===== config.mk =====
export PLATFORM = sky130hd
export DESIGN_NAME = desc_ram
export DESIGN_NICKNAME = d
export VERILOG_FILES = /design/src/rtl/desc_ram.sv
export SDC_FILE = /design/constraint.sdc
export NUM_CORES = 1
export LEC_CHECK = 0
export ABC_AREA = 1
export BUFFER_PORTS_ARGS = -buffer_cell sky130_fd_sc_hd__buf_2
export CORE_MARGIN = 5
export CORE_UTILIZATION = 40
export CTS_CLUSTER_SIZE = 8
export DETAILED_ROUTE_END_ITERATION = 8
export PLACE_DENSITY = 0.6
export SLEW_MARGIN = 20
export SYNTH_ARGS = -nofsm -noshare
export SYNTH_HDL_FRONTEND = slang
export SYNTH_SLANG_ARGS = --single-unit

===== constraint.sdc =====
create_clock -name clk_i -period 1.4 [get_ports clk_i]
set_input_delay 0.14 -clock clk_i [delete_from_list [all_inputs] [get_ports clk_i]]
set_output_delay 0.14 -clock clk_i [all_outputs]
set_load 0.01 [all_outputs]

===== src/rtl/desc_ram.sv =====
// ----------------------------------------------------------------------------
// desc_ram
// Generic RAM, one write port and two read ports with registered read data.
// ----------------------------------------------------------------------------
module desc_ram #(
  parameter int WIDTH = 8,
  parameter int DEPTH = 16
) (
  input  logic                     clk_i,
  input  logic                     we_i,
  input  logic [$clog2(DEPTH)-1:0] waddr_i,
  input  logic [WIDTH-1:0]         wdata_i,
  input  logic [$clog2(DEPTH)-1:0] raddr_a_i,
  output logic [WIDTH-1:0]         rdata_a_o,
  input  logic [$clog2(DEPTH)-1:0] raddr_b_i,
  output logic [WIDTH-1:0]         rdata_b_o
);

  logic [WIDTH-1:0] mem_q [DEPTH];

  always_ff @(posedge clk_i) begin
    if (we_i) begin
      mem_q[waddr_i] <= wdata_i;
    end
    rdata_a_o <= mem_q[raddr_a_i];
    rdata_b_o <= mem_q[raddr_b_i];
  end

endmodule


**After elaboration in Yosys (flattened, before gate mapping)**

Memories as Yosys holds them, arrays and structs flattened. A register that Yosys moved wholly into a read port is not among the register bits.
Cells that the tools add are included.

- $add $sub $neg: 0
- Multiply operators: 0
- Divide/modulo/power cells: 0
- Order comparisons: 0
- Eq/ne operators: 0
- Shifts and indexed selects: 0
- Muxes and demuxes: 2
- Bitwise gates (word level): 0
- Reduce and logical (&&, ||, !) cells: 0

Operator list:

| operator | number |
|---|---|
| 2-to-1 mux 1 bit | 2 |

- Register bits after elaboration: 0
- Latch bits: 0
- Bits in writable memories: 128
- Bits in read-only memories: 0
- Input port bits: 22
- Logic and storage cells: 3
- Memories kept: 1

Memories:

| name | words | bits a word | rd ports | clocked after memory_dff | write ports | RTL line | source |
|---|---|---|---|---|---|---|---|
| mem_q | 16 | 8 | 2 | 2 | 1 | 19 | `logic [WIDTH-1:0] mem_q [DEPTH];` |

**Logic depth before layout (Yosys ltp)**

Gate-level depths: netlist of the first run.

- Depth after elaboration: 2
- Depth in mapped cells: 7
- Gate-level depth less buffers: 6

**Worst setup path before layout of the first run**

Ideal clock, no wire load.

- Path kind: input -> register
- From: input port waddr_i[2]
- To: memory mem_q[10][0] (enable)
- Setup time: 0.370 ns
- Data arrival time: 0.721 ns
- Required time: 1.030 ns
- Slack: 0.309 ns
- Stages: 2
- Buffers on the path: 0
- Cells stage by stage: nand3b_1 nor2_1

RTL lines:

| element | RTL line | source |
|---|---|---|
| from (decl) | 11 | `input logic [$clog2(DEPTH)-1:0] waddr_i,` |
| to (decl) | 19 |  |

No word-level cell before the write port.

**Worst setup path in the final report of the first run**

- From: register rdata_a_o[6], read port of mem_q
- To: output port rdata_a_o[6]

RTL lines:

| element | RTL line | source |
|---|---|---|
| from (decl) | 14 | `output logic [WIDTH-1:0] rdata_a_o,` |

No word-level cell between the ends.

==> results of run 1 <==
## metal layers
| layer | up-vias | global-route usage, % | part of all wire [%] |
|---|---|---|---|
| met5 | - | 0 | 0 |
| met4 | 0 | 9.18 | 2.8 |
| met3 | 43 | 3.12 | 7.4 |
| met2 | 257 | 33.6 | 47 |
| met1 | 2776 | 27.9 | 42 |
| li1 | 2822 | - | - |
## cells by family (layout without fill, tap and decap cells)
kind of cell,count (synthesis),after routing,share of synthesized area (%)
AND/OR/NAND/NOR,521,521,30.9
flip-flops,144,144,57.4
buffers and inverters,186,242,11.7
## path summary, 6_finish.rpt
| path | start | endpoint | slack, ns | cells after the start |
|---|---|---|---|---|
| max | rdata_a_o[6] | rdata_a_o[6] | 0.32 | 1 |
| min | wdata_i[4] | mem_q[10][4] | 0.1 | 1 |
| max reg2reg | mem_q[5][6] | rdata_b_o[6] | 0.36 | 6 |
| min reg2reg | mem_q[12][0] | rdata_a_o[0] | 0.67 | 6 |
## state kept, by name, summed over array words and instances, names as in the netlist
register,flops
rdata_a_o,8
mem_q,128
rdata_b_o,8
## final cells by class
cell class                 count  area [µm²]
clock buffer                  22         454
clock inverter                10         113
sequential                   144        4160
timing repair buffer          72         548
inverter                     138         518
tap                          229         287
multi-input combinational    521        2240
fill                        1733        9570
## metrics by stage
stage	hold WS, ns	setup slack, ns	power, mW	util (%)
floorplan	0.239	0.309	5.56	-
global placement	0.537	0.127	5.95	43.4
detailed placement	0.545	0.108	5.96	43.4
CTS	0.103	0.302	10.3	46.5
global route	0.119	0.283	10.6	46.5
finish	0.0997	0.319	10.2	46.5
## power by group through the flow
stage | Combinational (mW) | Clock (mW) | Sequential [mW]
2_1_floorplan | 0.605 | 0 | 4.95
4_1_cts | 1.02 | 4.39 | 4.85
5_1_grt | 1.13 | 4.62 | 4.86
3_5_place_dp | 1.02 | 0 | 4.94
6_report | 1.02 | 4.38 | 4.85
3_3_place_gp | 1.01 | 0 | 4.94
## placed cells by master, fill, tap and decap left out, types with 8 or more instances in the layout
cell type	n
clkbuf_16	17
nand2_1	277
nand3_1	225
buf_2	37
inv_1	134
edfxtp_1	128
buf_12	8
buf_4	27
dfxtp_1	16
nor2_1	17
==> qor.yml, run 1 <==
antenna_found_initial: 0
syn-num-nets: 873
num_antenna_cells: 0
ys_types: 13
dr_total_vias: 5898
worst_slew_margin_rel_pct: 57.8
die-area_um2: 20900
synth_async_sr_flop_share_pct: 0
cts_max_path_buffers: 2
cpPeakStageDelay_ns: 0.36
cts_root_buf: "clkbuf_16"
p_switching_mw: 2.45
finalSetupTns_ns: 0
gr-total-overflow: 0
track_usage_pct: 20.8
io_pins: 38
layout_min_cycle_time_ns: 1.08
period_share_pct: 77.2
drive_gt1_share_pct: 11.2
maxCapViolations: 0
cp_data_arrival_time_ns: 0.94
ir_drop_v: 0.000841
path_class: "reg2out"
finClkSkew_ns: 0.00848
synthTopCellsByCount: "277 x nand2_1, 225 x nand3_1, 134 x inv_1"
path_cells: "buf_2"
postPlaceCellArea_um2: 7760
synth_top_area_share_pct: 52.9
critPathTopFamily: "flip-flops"
synth_edf_count: 128
ys_seq_elements: 144
cts_buffers: 17
cts_tree: "yes"
yosysMostFrequentCell: "nand2_1"
hold_class: "in2reg"
cts_resized: 0
final-setup-viol-count: 0
grt_max_degree: 65
pwr-share-comb_pct: 10.0
placed_cells: 1104
grt_first_pass_wirelength_um: 32100
dpl.hpwl_um: 13100
layout.nets: 916
p_leak_nw: 3.77
ant_nets: 0
rows: 49
clk_pin_slew_worst_paths_ns: 0.06
routed_wl_um: 20700
die_x_um: 145
die_h_um: 145
worstMarginPinSlew_ns: 0.632
synth_area_per_cell_um2: 8.53
power_frac_seq_pct: 47.3
cts_max_level: 4
finalMaxSlewViolations: 0
hold_viol: 0
cp_max_fo: 1
worstPathRequired_ns: 1.26
numClockSinks: 144
post_drt_wl_per_cell_um: 18.3
synthCells: 851
crit_path_top_delay_cell: "dfxtp_1"
max_freq_ghz: 0.925
area_growth_pct: 14.7
p_int_mw: 7.79
synth.area.top_cells: "edfxtp_1 53%, nand3_1 16%, nand2_1 14%, inv_1 6.9%, dfxtp_1 4.4%"
yosys.area.top_type: "edfxtp_1"
fp.coreArea_um2: 17900
clkPwrFrac_pct: 42.7
cp-end-kind: "output pin"
layout.cells.non_filler: 1136
grt_setup_unrepaired: "no"
synth_seq_area_share_pct: 57.4
start_kind: "register"
dr.pass1.iters: 5
yosys_warnings: 0
path_buf_inv: 1
first_iter_violations: 637
swShare_pct: 23.9
clk_latency_ns: 0.43
synthFlopType: "edfxtp_1"
cts-hold-fix-buffers: 0
post-cts-setup-buffer-count: 0
grt_pass1_vias: 5658
start_util_pct: 40.6
globalplace.congestion: 0.907
status: "complete, no violations"
synth_area_um2: 7260
portBuffers: 37
powerDensity_nw_per_um2: 1230
final_area_um2: 8330
viasPerCell: 5.19
drc_errors: 0
Note: power is estimated with default switching activity, not from simulation.
==> run 2: changes to the inputs <==
==> constraint.sdc (replaced) <==
create_clock -name clk_i -period 1.1 [get_ports clk_i]
set_input_delay 0.11 -clock clk_i [delete_from_list [all_inputs] [get_ports clk_i]]
set_output_delay 0.11 -clock clk_i [all_outputs]
set_load 0.01 [all_outputs]
==> qor.yml, run 2 (synthesized netlist as in run 1, its figures left out) <==
holdPathStages: 1
num_antenna_cells: 0
viasPerCell: 5.23
ir_drop_v: 0.00116
finalMaxSlewViolations: 0
r2r-start: "mem_q[9][6]"
layout.nets: 931
cts_max_path_buffers: 2
rows: 49
reg2regPathDepth: 6
largest_reg_flops: 128
cp-end-kind: "output pin"
finalSetupTns_ns: 0
ant_nets: 0
reg_top3: "mem_q (128), rdata_a_o (8), rdata_b_o (8)"
io_pins: 38
worst_slew_margin_rel_pct: 74.5
crit_path_top_delay_cell: "dfxtp_1"
crit_cells: 1
clk_pin_slew_worst_paths_ns: 0.06
grt_pass1_vias: 5908
dr.pass1.iters: 5
gr-total-overflow: 0
grt_setup_unrepaired: "no"
dr_total_vias: 6022
die-area_um2: 20900
post_drt_wl_per_cell_um: 18.0
maxCapViolations: 0
cts_resized: 0
worstMarginPinSlew_ns: 0.382
hold_class: "in2reg"
die_x_um: 145
start_kind: "register"
final_common_cell: "nand2_1"
cp_max_fo: 1
cts_buffers: 17
cts-hold-fix-buffers: 0
worstPathRequired_ns: 0.99
finClkSkew_ns: 0.00663
finalWorstSetupSlack_ns: 0.0374
die_h_um: 145
cts_tree: "yes"
cp_data_arrival_time_ns: 0.95
globalplace.congestion: 0.881
path_class: "reg2out"
critPathTopFamily: "flip-flops"
drc_errors: 0
portBuffers: 37
first_iter_violations: 575
routed_wl_um: 20800
rr_endpoint: "rdata_b_o[6]"
track_usage_pct: 20.8
hold_viol: 0
final_cell_mix: "277 x nand2_1, 225 x nand3_1, 134 x inv_1"
clk_latency_ns: 0.42
p_leak_nw: 3.86
drive_gt1_share_pct: 12.7
cts_max_level: 4
min_from: "wdata_i[4]"
grt_first_pass_wirelength_um: 32300
regMostFlops: "mem_q"
grt_max_degree: 42
dpl.hpwl_um: 13900
final-setup-viol-count: 0
layout_min_cycle_time_ns: 1.06
cts_root_buf: "clkbuf_16"
status: "complete, no violations"
path_buf_inv: 1
numClockSinks: 144
fp.coreArea_um2: 17900
cpPeakStageDelay_ns: 0.38
path_cells: "buf_2"
max_freq_ghz: 0.941
period_share_pct: 96.6
post-cts-setup-buffer-count: 0
post-place-ws_ns: -0.0708
area_growth_pct: 17.0
ff2ff_setup_slack_ns: 0.07
antenna_found_initial: 0
worstHoldEndpoint: "mem_q[10][4]"
start_util_pct: 40.6
powerDensity_nw_per_um2: 1530
==> run 2: cell types whose count changed in the layout (fill, tap and decap cells not counted), sizes merged <==
cell    previous run  this run
buf               72        87
clkbuf            22        19
inv              139       138
clkinv             4         8
==> run 2: report_power, final <==
part / internal [mW] / switching (mW)
Combinational: 0.481 / 0.896
Sequential: 6.12 / 0.0568
Clock: 3.29 / 2.15
Total: 9.89 / 3.10
==> run 2: final cells by class <==
cell class,instances,area [µm²]
tap,229,287
inverter,138,518
clock buffer,19,433
timing repair buffer,87,723
fill,1729,9410
sequential,144,4160
multi-input combinational,521,2240
clock inverter,13,121
==> run 2: how the worst max path moves through the flow <==
| stage | end | slack [ns] | from |
|---|---|---|---|
| after detailed placement | rdata_b_o[1] | -0.07 | raddr_b_i[0] |
| after CTS | rdata_b_o[6] | 0.007 | rdata_b_o[6] |
| after floorplan | mem_q[4][0] | 0.04 | waddr_i[3] |
| after global placement | rdata_a_o[6] | -0.06 | raddr_a_i[0] |
| final | rdata_b_o[5] | 0.04 | rdata_b_o[5] |
| after global routing | rdata_b_o[6] | 0.002 | rdata_b_o[6] |
==> run 2: metal layers <==
| layer | vias up | track usage (%) | part of all wire, % |
|---|---|---|---|
| li1 | 2860 | - | - |
| met1 | 2829 | 27.7 | 43 |
| met2 | 282 | 33.1 | 47 |
| met3 | 51 | 4.21 | 7.1 |
| met4 | 0 | 8.93 | 2.9 |
| met5 | - | 0 | 0 |
==> run 2: through the flow <==
step / utilization [%] / instances / hold slack, ns / total power, mW / cell area, µm²
floorplan: - / 851 / 0.209 / 7.07 / 7260
global placement: 44.3 / 1119 / 0.504 / 7.64 / 7940
detailed placement: 44.3 / 1119 / 0.505 / 7.65 / 7940
CTS: 47.4 / 1151 / 0.0778 / 13.1 / 8490
global route: 47.4 / 1151 / 0.0860 / 13.5 / 8490
finish: 47.4 / 1151 / 0.0803 / 13.0 / 8490
