==> src/rtl/desc_pkg.sv <==
// ----------------------------------------------------------------------------
// desc_pkg
// Shared types and constants for the directed edge support counter.
// ----------------------------------------------------------------------------
package desc_pkg;

  localparam int VERTICES = 64;
  localparam int VTX_W    = 6;
  localparam int COUNT_W  = 7;
  localparam int THR_W    = 7;
  localparam int CFG_IDX_W = 2;
  localparam int ADDR_W   = $clog2(VERTICES);
  localparam int CNT_W    = $clog2(VERTICES + 1);

  localparam logic ACT_ADD   = 1'b0;
  localparam logic ACT_QUERY = 1'b1;

  localparam logic [CFG_IDX_W-1:0] CFG_CYCLE_THR = 2'd0;
  localparam logic [CFG_IDX_W-1:0] CFG_FLOW_THR  = 2'd1;

  typedef struct packed {
    logic             action;
    logic [VTX_W-1:0] src_vertex;
    logic [VTX_W-1:0] dst_vertex;
  } req_t;

  typedef struct packed {
    logic [COUNT_W-1:0] cycle_count;
    logic [COUNT_W-1:0] flow_count;
    logic               keep;
  } res_t;

  typedef struct packed {
    logic load;
    logic shift;
  } pc_ctrl_t;

  typedef enum logic [2:0] {
    S_IDLE,
    S_READ,
    S_EVAL,
    S_COUNT,
    S_DONE
  } state_e;

endpackage

==> src/rtl/desc_popcnt.sv <==
// ----------------------------------------------------------------------------
// desc_popcnt
// Bit-serial common-neighbour counter: ANDs two rows into a shift register
// and counts the set bits one per cycle while shift is asserted.
// ----------------------------------------------------------------------------
module desc_popcnt (
  input  logic                         clk_i,
  input  logic                         rst_ni,
  input  desc_pkg::pc_ctrl_t           ctrl_i,
  input  logic [desc_pkg::VERTICES-1:0] row_a_i,
  input  logic [desc_pkg::VERTICES-1:0] row_b_i,
  output logic [desc_pkg::CNT_W-1:0]   count_o
);

  logic [desc_pkg::VERTICES-1:0] sr_q, sr_d;
  logic [desc_pkg::CNT_W-1:0]    cnt_q, cnt_d;

  always_comb begin
    sr_d  = sr_q;
    cnt_d = cnt_q;
    if (ctrl_i.load) begin
      sr_d  = row_a_i & row_b_i;
      cnt_d = '0;
    end else if (ctrl_i.shift) begin
      cnt_d = cnt_q + desc_pkg::CNT_W'(sr_q[0]);
      sr_d  = sr_q >> 1;
    end
  end

  always_ff @(posedge clk_i or negedge rst_ni) begin
    if (!rst_ni) begin
      cnt_q <= '0;
    end else begin
      cnt_q <= cnt_d;
    end
  end

  always_ff @(posedge clk_i) begin
    sr_q <= sr_d;
  end

  assign count_o = cnt_q;

endmodule

==> config.mk <==
export PLATFORM = sky130hd
export DESIGN_NAME = desc_popcnt
export DESIGN_NICKNAME = d
export VERILOG_FILES = /design/src/rtl/desc_pkg.sv /design/src/rtl/desc_popcnt.sv
export SDC_FILE = /design/constraint.sdc
export NUM_CORES = 1
export LEC_CHECK = 0
export BUFFER_PORTS_ARGS = -buffer_cell sky130_fd_sc_hd__buf_2
export CORE_UTILIZATION = 51
export DETAILED_ROUTE_END_ITERATION = 6
export GPL_ROUTABILITY_DRIVEN = 0
export PLACE_DENSITY = 0.95
export SYNTH_ARGS = -nofsm -noshare
export SYNTH_HDL_FRONTEND = slang
export SYNTH_SLANG_ARGS = --single-unit
==> constraint.sdc <==
create_clock -name clk_i -period 3.7 [get_ports clk_i]
set_input_delay 0.185 -clock clk_i [delete_from_list [all_inputs] [get_ports clk_i]]
set_output_delay 0.185 -clock clk_i [all_outputs]
set_load 0.01 [all_outputs]
### Word-level counts from Yosys, hierarchy flattened

Cells that the tools add are included.

| operators by class | value |
|---|---|
| bitwise operators | 1 |
| reductions and logical operators | 1 |
| mux-type cells | 4 |
| $add $sub $neg | 1 |

Operators by type and width:

| kind | count |
|---|---|
| $mux 64 | 2 |
| $and 64x64->64 | 1 |
| $mux 7 | 2 |
| $add 7x1->7 | 1 |
| $reduce_bool 2->1 | 1 |

| storage, ports and cells | value |
|---|---|
| bits of input ports | 132 |
| output and inout port bits | 7 |
| flip-flop bits (word level) | 71 |
| logic and storage cells | 9 |

### Depth between registers and ports, before layout

Gate-level depths: netlist of run 1.

| logic depth | value |
|---|---|
| depth after elaboration | 3 |
| gate-level depth with buffers | 5 |
| mapped depth without buffers | 5 |

### Worst setup path after synthesis of run 1

OpenSTA, ideal clock, no wires.

| timing path | value |
|---|---|
| path kind | input -> register |
| start point | in ctrl_i[1] (netlist name) |
| end point | reg sr_q[0] (netlist name), enable pin |
| required time | 3.306 ns |
| library setup time | 0.394 ns |
| setup slack | 1.964 ns |
| arrival | 1.342 ns |
| path buffers | 2 |
| stages on the path | 3 |
| cell sequence | buf_2 > buf_2 > or2_2 |

| between the ends | value |
|---|---|
| longest elaborated chain between the ends | 1 |

RTL lines:

| what | line | RTL |
|---|---|---|
| start: declaration | desc_popcnt.sv:9 | `input desc_pkg::pc_ctrl_t ctrl_i,` |
| $reduce_bool 2->1 (no source line) | n/a |  |
| end signal: assignment | desc_popcnt.sv:39 | `sr_q <= sr_d;` |
| end: declaration | desc_popcnt.sv:15 | `logic [desc_pkg::VERTICES-1:0] sr_q, sr_d;` |

Every way passes these cells.
A chain may end at the register's enable or synchronous reset.

### Worst setup path in the final report of run 1

| timing path | value |
|---|---|
| start point | in ctrl_i[1] (netlist name) |
| end point | reg sr_q[34] (netlist name), enable pin |

Same word-level chain as after synthesis.

==> metrics.txt, run 1 <==
Seq cells post-synth 71; WP buf/inv 2; Starting Density 53.43%; crit path kind in -> reg; global-route wire length before repair 9.949 mm; Resized Gates After CTS 0; later-pin clock latency in the skew report 0.32 ns; Rel. slew slack 37.88%; maximum VDD drop 0.2726 mV; slack of the critical path 1.789 ns; initial antenna violation count 0; GRT overflow 0; Fin Setup TNS 0 ns; area leader, netlist edfxtp_1; fillers 461; H-Tree Depth 3; Top Family by Delay on Critical Path buffers and inverters; unrepaired setup endpoints after global routing no; Total Wirelength 6.517 mm; Worst Path Required 3.69 ns; Fin Clk Skew 0.006986 ns; PortBufs 138; layout cells sized above 1 34.31%; clock buffer depth 2; Die Y-Extent 81.22 um; IO Count 139; die area 6597 um^2; Core Box Area 5991 um^2; crit-path max cell delay 0.83 ns; Starting DRT DRC Count 110; clk sinks 71; CTS Buf Count 9; most common library cells after synthesis 65 x o21ai_0, 64 x edfxtp_1, 63 x inv_1, 63 x nand3_1, 8 x clkbuf_1; Max Clk Rate 0.5234 GHz; Std-Cell Rows 28; WL met1 2.834 mm; cells along the critical path buf_4, or2_2, buf_4; Critical Path Sink Type flip-flop; DRT antenna net count 0; Syn Nets 436; n_diodes 0; via count 2,622; sequential share of the synthesized area 65.52%; max-cap violations 0; final core occ 68.73%; predominant post-synthesis flop cell edfxtp_1; crit path max fanout 67; Clock transition at path regs 0.06 ns; Worst Tran Pin Value 0.9318 ns; Mean Syn Cell Area 10.63 um^2; PD cells 413.6 nW/um^2; LEAKAGE 1.922 nW; CP arrival 1.90 ns; metal2 WL 3.271 mm; Post-synth EDFFs 64; most instantiated library cell after synthesis o21ai_0; worst hold path type in -> reg; chip width 81.22 um; CP startpoint kind input pin; Final Instance Count excl. Fillers 518; crit path max-delay cell type or2_2; wire length on met3 308 um; Top Metal Used met4; largest net degree at the start of global routing 70; vias in the first global route 2,367; WL/cell 12.58 um; DP Worst Slack 1.422 ns; largest cells by area after synthesis edfxtp_1 60%, o21ai_0 10%, nand3_1 9.9%, inv_1 7.4%, dfrtp_1 5.5%; Mapped Cells 301; share of flip-flops with an asynchronous set or reset 9.859%; Cell Count Post-Placement 501; status completed; post-synthesis cell type count 17; overall routing resource usage 20.75%; final net count 573; Pins Over Slew Limit 0; final setup vio count 0; CTS root buf clkbuf_8; Final Hold Vio Count 0; Synth top area share 60.05%; DR vias/cell 5.062; CTS tree yes; Cell Area, Synth 3201 um^2; Period minus WS final 1.911 ns; final period utilization 51.64%; cell repeated most along the worst path buf_4; placed wire-length estimate 4.581 mm; Remaining DRCs 0; Syn-to-layout area delta 28.66%; drt pass-1 iters 4; Yosys warning total 0
state kept, by name, summed over array words and instances, names as in the netlist:
register,flops
count_o,7
sr_q,64
cells in the final DEF (no fill, tap or decap), drive strengths merged:
master       instances
or3                  2
mux2i                2
nand3               63
nand4                2
or2                  1
dfrtp                7
a21oi                2
ha                   3
edfxtp              64
nand2                3
clkbuf              16
o21ai               65
xor2                 3
and3                 1
nor2                 5
inv                 63
dlygate4sd3          1
buf                140
routing by layer:
layer / up-vias / track usage, %
li1: 1311 / -
met1: 1204 / 25.02
met2: 97 / 36.13
met3: 10 / 3.483
met4: 0 / 9.643
met5: - / 0
area by class of cell:
class / count / area [um^2] / share of cell area, %
Sequential cell: 71 / 2097 / 50.93
Multi-Input combinational cell: 152 / 802.0 / 19.48
Timing Repair Buffer: 141 / 718.2 / 17.44
Inverter: 63 / 236.5 / 5.743
Clock buffer: 16 / 170.2 / 4.132
Tap cell: 75 / 93.84 / 2.279
stage by stage:
step | power (mW) | hold WS [ns] | cell area, um^2
finish | 1.703 | 0.1689 | 4118
global route | 1.779 | 0.1726 | 4118
CTS | 1.715 | 0.1545 | 4118
detailed placement | 1.185 | 0.02552 | 3938
global placement | 1.170 | 0.01811 | 3938
floorplan | 1.083 | -0.1106 | 3201
kinds of logic after synthesis:
kind of cell / count (synthesis) / share of synthesized area, %
AO/OA/AOI/OAI: 67 / 10.48
XOR/XNOR: 3 / 0.8211
adder cells (fa/ha/maj): 3 / 1.173
buffers and inverters: 78 / 9.421
flip-flops: 71 / 65.52
multiplexers: 2 / 0.6255
AND/OR/NAND/NOR: 77 / 11.96
path summary, 6_finish.rpt:
kind,slack (ns),cells after the start,start,endpoint
setup / recovery,1.79,3,ctrl_i[1],sr_q[34]
min in group asynchronous,0.21,2,rst_ni,count_o[5]
setup reg to reg,2.22,5,count_o[0],count_o[6]
max in group asynchronous,3.33,2,rst_ni,count_o[0]
hold / removal,0.17,3,row_b_i[25],sr_q[25]
hold reg to reg,0.55,2,count_o[6],count_o[6]
report_power, final:
part           internal [mW]  leakage (nW)  switching [mW]  total [mW]
Combinational         0.0841          1.05          0.0954       0.180
Sequential             0.966         0.786          0.0239       0.990
Clock                  0.282        0.0850           0.251       0.534
worst reg2reg max path: stages (launching register included):
cell and delay [ns]:
dfrtp_1 0.41, ha_1 0.17, ha_1 0.17, nand4_1 0.15, or3_1 0.37, a21oi_1 0.15
repair_timing:
action                                  in CTS  in global routing
hold buffers                                 1                  0
endpoints found under the setup margin       0                  0
setup buffers                                0                  0
hold endpoints to repair                     7                  0
No activity file was read; power rests on OpenSTA's default activity.
==> run 2: changes to the inputs <==
- CORE_UTILIZATION: 51 -> 43
- PLACE_DENSITY: 0.95 -> 0.88
- clock period: 3.7 -> 1.7 ns (I/O delays scaled with it)
==> run 2 against run 1 <==
Clock skew shrank 0.00052 ns. Sequential power grew 120%. Worst setup slack worse by 1.6 ns. Worst hold slack worse by 0.12 ns. Utilization fell by 11 points. Register-to-register slack got worse by 2.0 ns. Flip-flop and latch count did not move. Combinational power is 120% higher. Cell count grew 5.0%. Die area up 18%. First-iteration DRC count is 1.8% lower. Wire length fell by 3.8%.
==> metrics.txt, run 2 (synthesis results as in run 1) <==
status completed; hold_sp row_b_i[27]; Clock transition at path regs 0.07 ns (about the same); Pins Over Slew Limit 0 (unchanged); Final Hold Vio Count 0 (unchanged); via count 2,585 (-1.4%); PD cells 897.0 nW/um^2 (+120%); final net count 575 (+0.35%); Starting DRT DRC Count 108 (-1.8%); PortBufs 138 (unchanged); hold path depth 3 (unchanged); Hold Path Sink sr_q[27]; Worst Hold Slack 0.05150 ns (-0.1174 ns); Critical Path Sink Type flip-flop; R2R Path End count_o[6]; crit path kind reg -> reg; Worst Path Required 1.95 ns (-1.74 ns); crit path max fanout 4 (-94%); layout cells sized above 1 35.06% (+0.74 points); maximum VDD drop 0.4539 mV (+67%); Fin Clk Skew 0.006471 ns (-0.0005150 ns); largest net degree at the start of global routing 81 (+16%); commonest non-fill, non-tap cell in the layout buf_2; post-CTS setup buffers 0 (unchanged); Total Wirelength 6.270 mm (-3.8%); Rel. slew slack 58.05% (+20 points); Top Family by Delay on Critical Path simple AND/OR/NAND/NOR gates; n_diodes 0 (unchanged); clk sinks 71 (unchanged); clock buffer depth 2 (unchanged); worst hold path type in -> reg; IO Count 139 (unchanged); Die Y-Extent 88.28 um (+8.7%); Reg2Reg Depth 5 (unchanged); vias in the first global route 2,379 (+0.51%); H-Tree Depth 3 (unchanged); Resized Gates After CTS 0 (unchanged); DR vias/cell 4.752 (-6.1%); Top reg by flops sr_q; fillers 637 (+38%); Period minus WS final 1.494 ns; max-cap violations 0 (unchanged); global-route wire length before repair 9.818 mm (-1.3%); CTS Buf Count 9 (unchanged); Fin Setup TNS 0 ns (unchanged); FF-to-FF setup slack 0.21 ns (-2.01 ns); GRT overflow 0 (unchanged); unrepaired setup endpoints after global routing no; drt pass-1 iters 4 (unchanged); cells along the critical path ha_1, ha_1, nand4_1, or3_1, a21oi_1; WL/cell 11.53 um (-8.4%); Remaining DRCs 0 (unchanged); crit-path max cell delay 0.38 ns (-0.45 ns); Core Box Area 7214 um^2 (+20%); Max Clk Rate 0.6692 GHz; CTS root buf clkbuf_8; CTS tree yes; Starting Density 44.36% (-9.1 points); die area 7792 um^2 (+18%); final period utilization 87.90%; final setup vio count 0 (unchanged); commonest non-fill, non-tap cells in the layout 137 x buf_2, 65 x o21ai_0, 64 x edfxtp_1, 63 x inv_1, 63 x nand3_1; overall routing resource usage 16.75% (-4.0 points); crit path max-delay cell type dfrtp_1; Syn-to-layout area delta 31.20%; initial antenna violation count 0 (unchanged); placed wire-length estimate 4.548 mm (-0.72%); DRT antenna net count 0 (unchanged); R2R Path Start count_o[0]; max reg flops 64 (unchanged); CP arrival 1.74 ns (-0.16 ns); LEAKAGE 1.951 nW (+1.5%); Std-Cell Rows 31 (+11%); cell repeated most along the worst path ha_1; CP startpoint kind flip-flop; chip width 88.28 um (+8.7%); WP buf/inv 0 (-2); later-pin clock latency in the skew report 0.33 ns (about the same); Worst Tran Pin Value 0.6292 ns (-0.3026 ns)
## run 2: cell types whose count changed in the layout (fill, tap and decap cells not counted)
cell	delta
buf_12	+2
clkbuf_1	-2
clkbuf_8	+1
clkinv_2	+1
## run 2: per-stage QoR
step | worst slack, ns | total power, mW | cell area, um^2 | instances | utilization (%)
global route | 0.1079 | 3.951 | 4199 | 544 | 58.20
finish | 0.2057 | 3.767 | 4199 | 544 | 58.20
floorplan | 0.06376 | 2.356 | 3201 | 301 | -
detailed placement | 0.2034 | 2.588 | 4008 | 527 | 55.55
CTS | 0.1914 | 3.821 | 4199 | 544 | 58.20
global placement | 0.3068 | 2.557 | 4008 | 527 | 55.55
## run 2: worst max path at each step
stage	to	slack [ns]	start	cells past startpoint
after floorplan	sr_q[0]	0.06	ctrl_i[1]	3
after global placement	count_o[6]	0.31	count_o[0]	5
after detailed placement	count_o[6]	0.20	count_o[0]	5
after CTS	count_o[6]	0.19	count_o[0]	5
after global routing	count_o[6]	0.11	count_o[0]	5
final	count_o[6]	0.21	count_o[0]	5
## run 2: area by class of cell
class | instances | area (um^2) | share of cell area, %
Sequential cell | 71 | 2097 | 49.94
Multi-Input combinational cell | 152 | 802.0 | 19.10
Timing Repair Buffer | 143 | 758.2 | 18.06
Inverter | 63 | 236.5 | 5.632
Clock buffer | 15 | 176.4 | 4.201
Tap cell | 99 | 123.9 | 2.950
Clock inverter | 1 | 5.005 | 0.1192
## run 2: what timing repair did
item | in CTS | in global routing
endpoints found under the hold margin | 7 | 0
hold buffers | 1 | 0
endpoints found under the setup margin | 0 | 0
## run 2: per-layer routing
metal  wire [um]  track usage, %
met1        2795           20.61
met2        3036           28.46
met3         348           3.358
met4          89           7.771
met5           0               0
## run 2: worst register-to-register path: cells and delay by family, from the launching register on
kind / cells / cell delay, ns
adder cells (fa/ha/maj): 2 / 0.35
AO/OA/AOI/OAI: 1 / 0.15
AND/OR/NAND/NOR: 2 / 0.54
flip-flops: 1 / 0.38
## run 2: power breakdown
group | internal, mW | switching [mW]
registers | 2.10 | 0.0477
clock network | 0.650 | 0.570
logic | 0.193 | 0.206
==> run 3: changes to the inputs <==
- ABC_AREA: not set -> 1
==> run 3 against run 2 <==
Worst hold slack worse by 0.0079 ns. Non-clock buffer count is 2 higher. Wire length is 4.0% higher. Clock power is 16% higher. Total power is 5.2% higher. Cell count is 3.3% higher. Critical endpoint is now count_o[4]. Critical path depth is 1 higher. Utilization is 0.67 points lower. Cell area is 0.63% lower. Largest power group unchanged. Largest cell class unchanged. Clock skew is 0.0033 ns higher.
==> metrics.txt, run 3 <==
CTS tree yes; post-place instance area 3951 um^2 (-1.4%); Syn Nets 452 (+3.7%); PortBufs 138 (unchanged); Crit. path cell count 6 (+1); GRT overflow 0 (unchanged); largest cells by area after synthesis edfxtp_1 60%, nand2_1 16%, nand3_1 11%, dfrtp_1 5.5%, buf_6 2.5%; Core Box Area 7253 um^2 (+0.54%); Period minus WS final 1.345 ns (-0.1489 ns); R2R Path Start count_o[0]; Cell Area, Synth 3211 um^2 (+0.31%); crit-path max cell delay 0.42 ns (+0.04 ns); DR vias/cell 4.772 (+0.43%); LEAKAGE 2.100 nW (+7.7%); Die Y-Extent 88.41 um (+0.15%); Mean Syn Cell Area 10.13 um^2 (-4.8%); crit path kind reg -> reg; commonest non-fill, non-tap cells in the layout 138 x buf_2, 136 x nand2_1, 70 x nand3_1, 64 x edfxtp_1, 9 x clkbuf_8; Clock transition at path regs 0.08 ns (about the same); Rel. slew slack 70.33% (+12 points); n_diodes 0 (unchanged); CP arrival 1.56 ns (-0.18 ns); WL/cell 11.60 um (+0.67%); DRT antenna net count 0 (unchanged); Critical Path Sink Type flip-flop; cell repeated most along the worst path ha_1; final period utilization 79.14% (-8.8 points); predominant post-synthesis flop cell edfxtp_1; Post-synth EDFFs 64 (unchanged); Seq cells post-synth 71 (unchanged); status completed; via count 2,682 (+3.8%); Final Hold Vio Count 0 (unchanged); commonest non-fill, non-tap cell in the layout buf_2; PD cells 949.8 nW/um^2 (+5.9%); Remaining DRCs 0 (unchanged); crit path max fanout 4 (unchanged); chip width 88.41 um (+0.15%); area leader, netlist edfxtp_1; drt pass-1 iters 4 (unchanged); hold_sp row_b_i[41]; maximum VDD drop 0.5184 mV (+14%); Resized Gates After CTS 0 (unchanged); WP buf/inv 0 (unchanged); later-pin clock latency in the skew report 0.33 ns (about the same); most common library cells after synthesis 137 x nand2_1, 70 x nand3_1, 64 x edfxtp_1; Finished Cell Area 4173 um^2 (-0.63%); vias in the first global route 2,489 (+4.6%); worst hold path type in -> reg; cells along the critical path ha_1, ha_1, nand2_1, nor2_2, o21ai_0, nor2_1; CTS Buf Count 9 (unchanged); Fin Setup TNS 0 ns (unchanged); Starting Density 44.26% (-0.099 points); layout cells sized above 1 34.77% (-0.28 points); clock buffer depth 2 (unchanged); placed wire-length estimate 4.691 mm (+3.1%); most instantiated library cell after synthesis nand2_1; Worst Path Required 1.92 ns (-0.03 ns); IO Count 139 (unchanged); Starting DRT DRC Count 129 (+19%); Total Wirelength 6.521 mm (+4.0%); Top reg by flops sr_q; post-synthesis cell type count 15 (-2); FF-to-FF setup slack 0.35 ns (+0.15 ns); CP Launch Point count_o[0]; unrepaired setup endpoints after global routing no; max reg flops 64 (unchanged); die area 7816 um^2 (+0.31%); Syn-to-layout area delta 29.97%; final net count 593 (+3.1%); CP startpoint kind flip-flop; CTS root buf clkbuf_8; share of flip-flops with an asynchronous set or reset 9.859% (unchanged); Reg2Reg Depth 6 (+1); largest net degree at the start of global routing 44 (-46%); max-cap violations 0 (unchanged); crit path max-delay cell type dfrtp_1; Max Clk Rate 0.7433 GHz (+11%); Worst Tran Pin Value 0.4451 ns (-0.1841 ns); overall routing resource usage 17.55% (+0.80 points); Std-Cell Rows 31 (unchanged); Top Family by Delay on Critical Path flip-flops; clk sinks 71 (unchanged); Yosys warning total 0 (unchanged); Mapped Cells 317 (+5.3%); Synth top area share 59.86% (-0.19 points); Worst Setup EP count_o[4]; Pins Over Slew Limit 0 (unchanged); initial antenna violation count 0 (unchanged); H-Tree Depth 3 (unchanged); sequential share of the synthesized area 65.32% (-0.20 points); final setup vio count 0 (unchanged); R2R Path End count_o[4]; Fin Clk Skew 0.009782 ns (+0.003310 ns); global-route wire length before repair 10.32 mm (+5.1%)
-- run 3: cell types whose count changed in the layout (fill, tap and decap cells not counted), sizes merged, moves of 3 or more --
| cell | before | now |
|---|---|---|
| clkbuf | 15 | 9 |
| xor2 | 3 | 0 |
| nand2 | 3 | 137 |
| nor2 | 5 | 9 |
| nand3 | 63 | 70 |
| o21ai | 65 | 2 |
| inv | 63 | 5 |
-- run 3: per-stage QoR --
| step | setup slack, ns | power [mW] | utilization, % | hold slack [ns] | std cells |
|---|---|---|---|---|---|
| 2_1_floorplan | 0.01619 | 2.385 | - | -0.2106 | 317 |
| 3_3_place_gp | 0.4677 | 2.565 | 54.48 | -0.07693 | 545 |
| 3_5_place_dp | 0.3705 | 2.588 | 54.48 | -0.07263 | 545 |
| 4_1_cts | 0.3722 | 4.010 | 57.53 | 0.02183 | 562 |
| 5_1_grt | 0.2501 | 4.142 | 57.53 | 0.03323 | 562 |
| 6_report | 0.3546 | 3.963 | 57.53 | 0.04358 | 562 |
-- run 3: worst min-delay path: stages --
cell and delay [ns]:
buf_2 0.08, nand3_1 0.06, nand2_1 0.05
-- run 3: how the worst min path moves through the flow --
stage,to,slack (ns),cells after the start
CTS,sr_q[40],0.02,3
global placement,count_o[3],-0.08,1
floorplan,count_o[0],-0.21,0
detailed placement,count_o[3],-0.07,1
finish,sr_q[41],0.04,3
global route,sr_q[23],0.03,3
-- run 3: metal layers --
| layer | part of all wire [%] | vias up | track usage (%) |
|---|---|---|---|
| met5 | 0 | - | 0 |
| met2 | 50 | 101 | 31.47 |
| met3 | 5.1 | 9 | 3.265 |
| met4 | 1.3 | 0 | 8.798 |
| met1 | 44 | 1212 | 20.05 |
| li1 | - | 1360 | - |
-- run 3: area by class of cell --
class                   count  area (um^2)
clock buffers               9        123.9
clock inverters             7        87.58
fillers                   637         3080
inverters                   5        18.77
multi-input cells         226        975.9
flip-flops and latches     71         2097
well taps                  99        123.9
repair buffers            145        745.7
-- run 3: cell families (layout without fill, tap and decap cells) --
kind of cell | Yosys count | count (layout) | share of synthesized area, %
adders and majority gates | 3 | 3 | 1.169
DFF | 71 | 71 | 65.32
AOI/OAI and AO/OA | 6 | 6 | 0.9353
buffers and inverters | 20 | 166 | 4.365
and+or+nand+nor | 217 | 217 | 28.22
-- run 3: what timing repair did --
action,CTS,global route
buffers inserted,0,0
hold endpoints to repair,7,0
hold buffers,1,0
-- run 3: power breakdown --
group | internal, mW | switching [mW]
clock network | 0.813 | 0.602
registers | 2.10 | 0.0474
logic | 0.190 | 0.209
total | 3.10 | 0.859
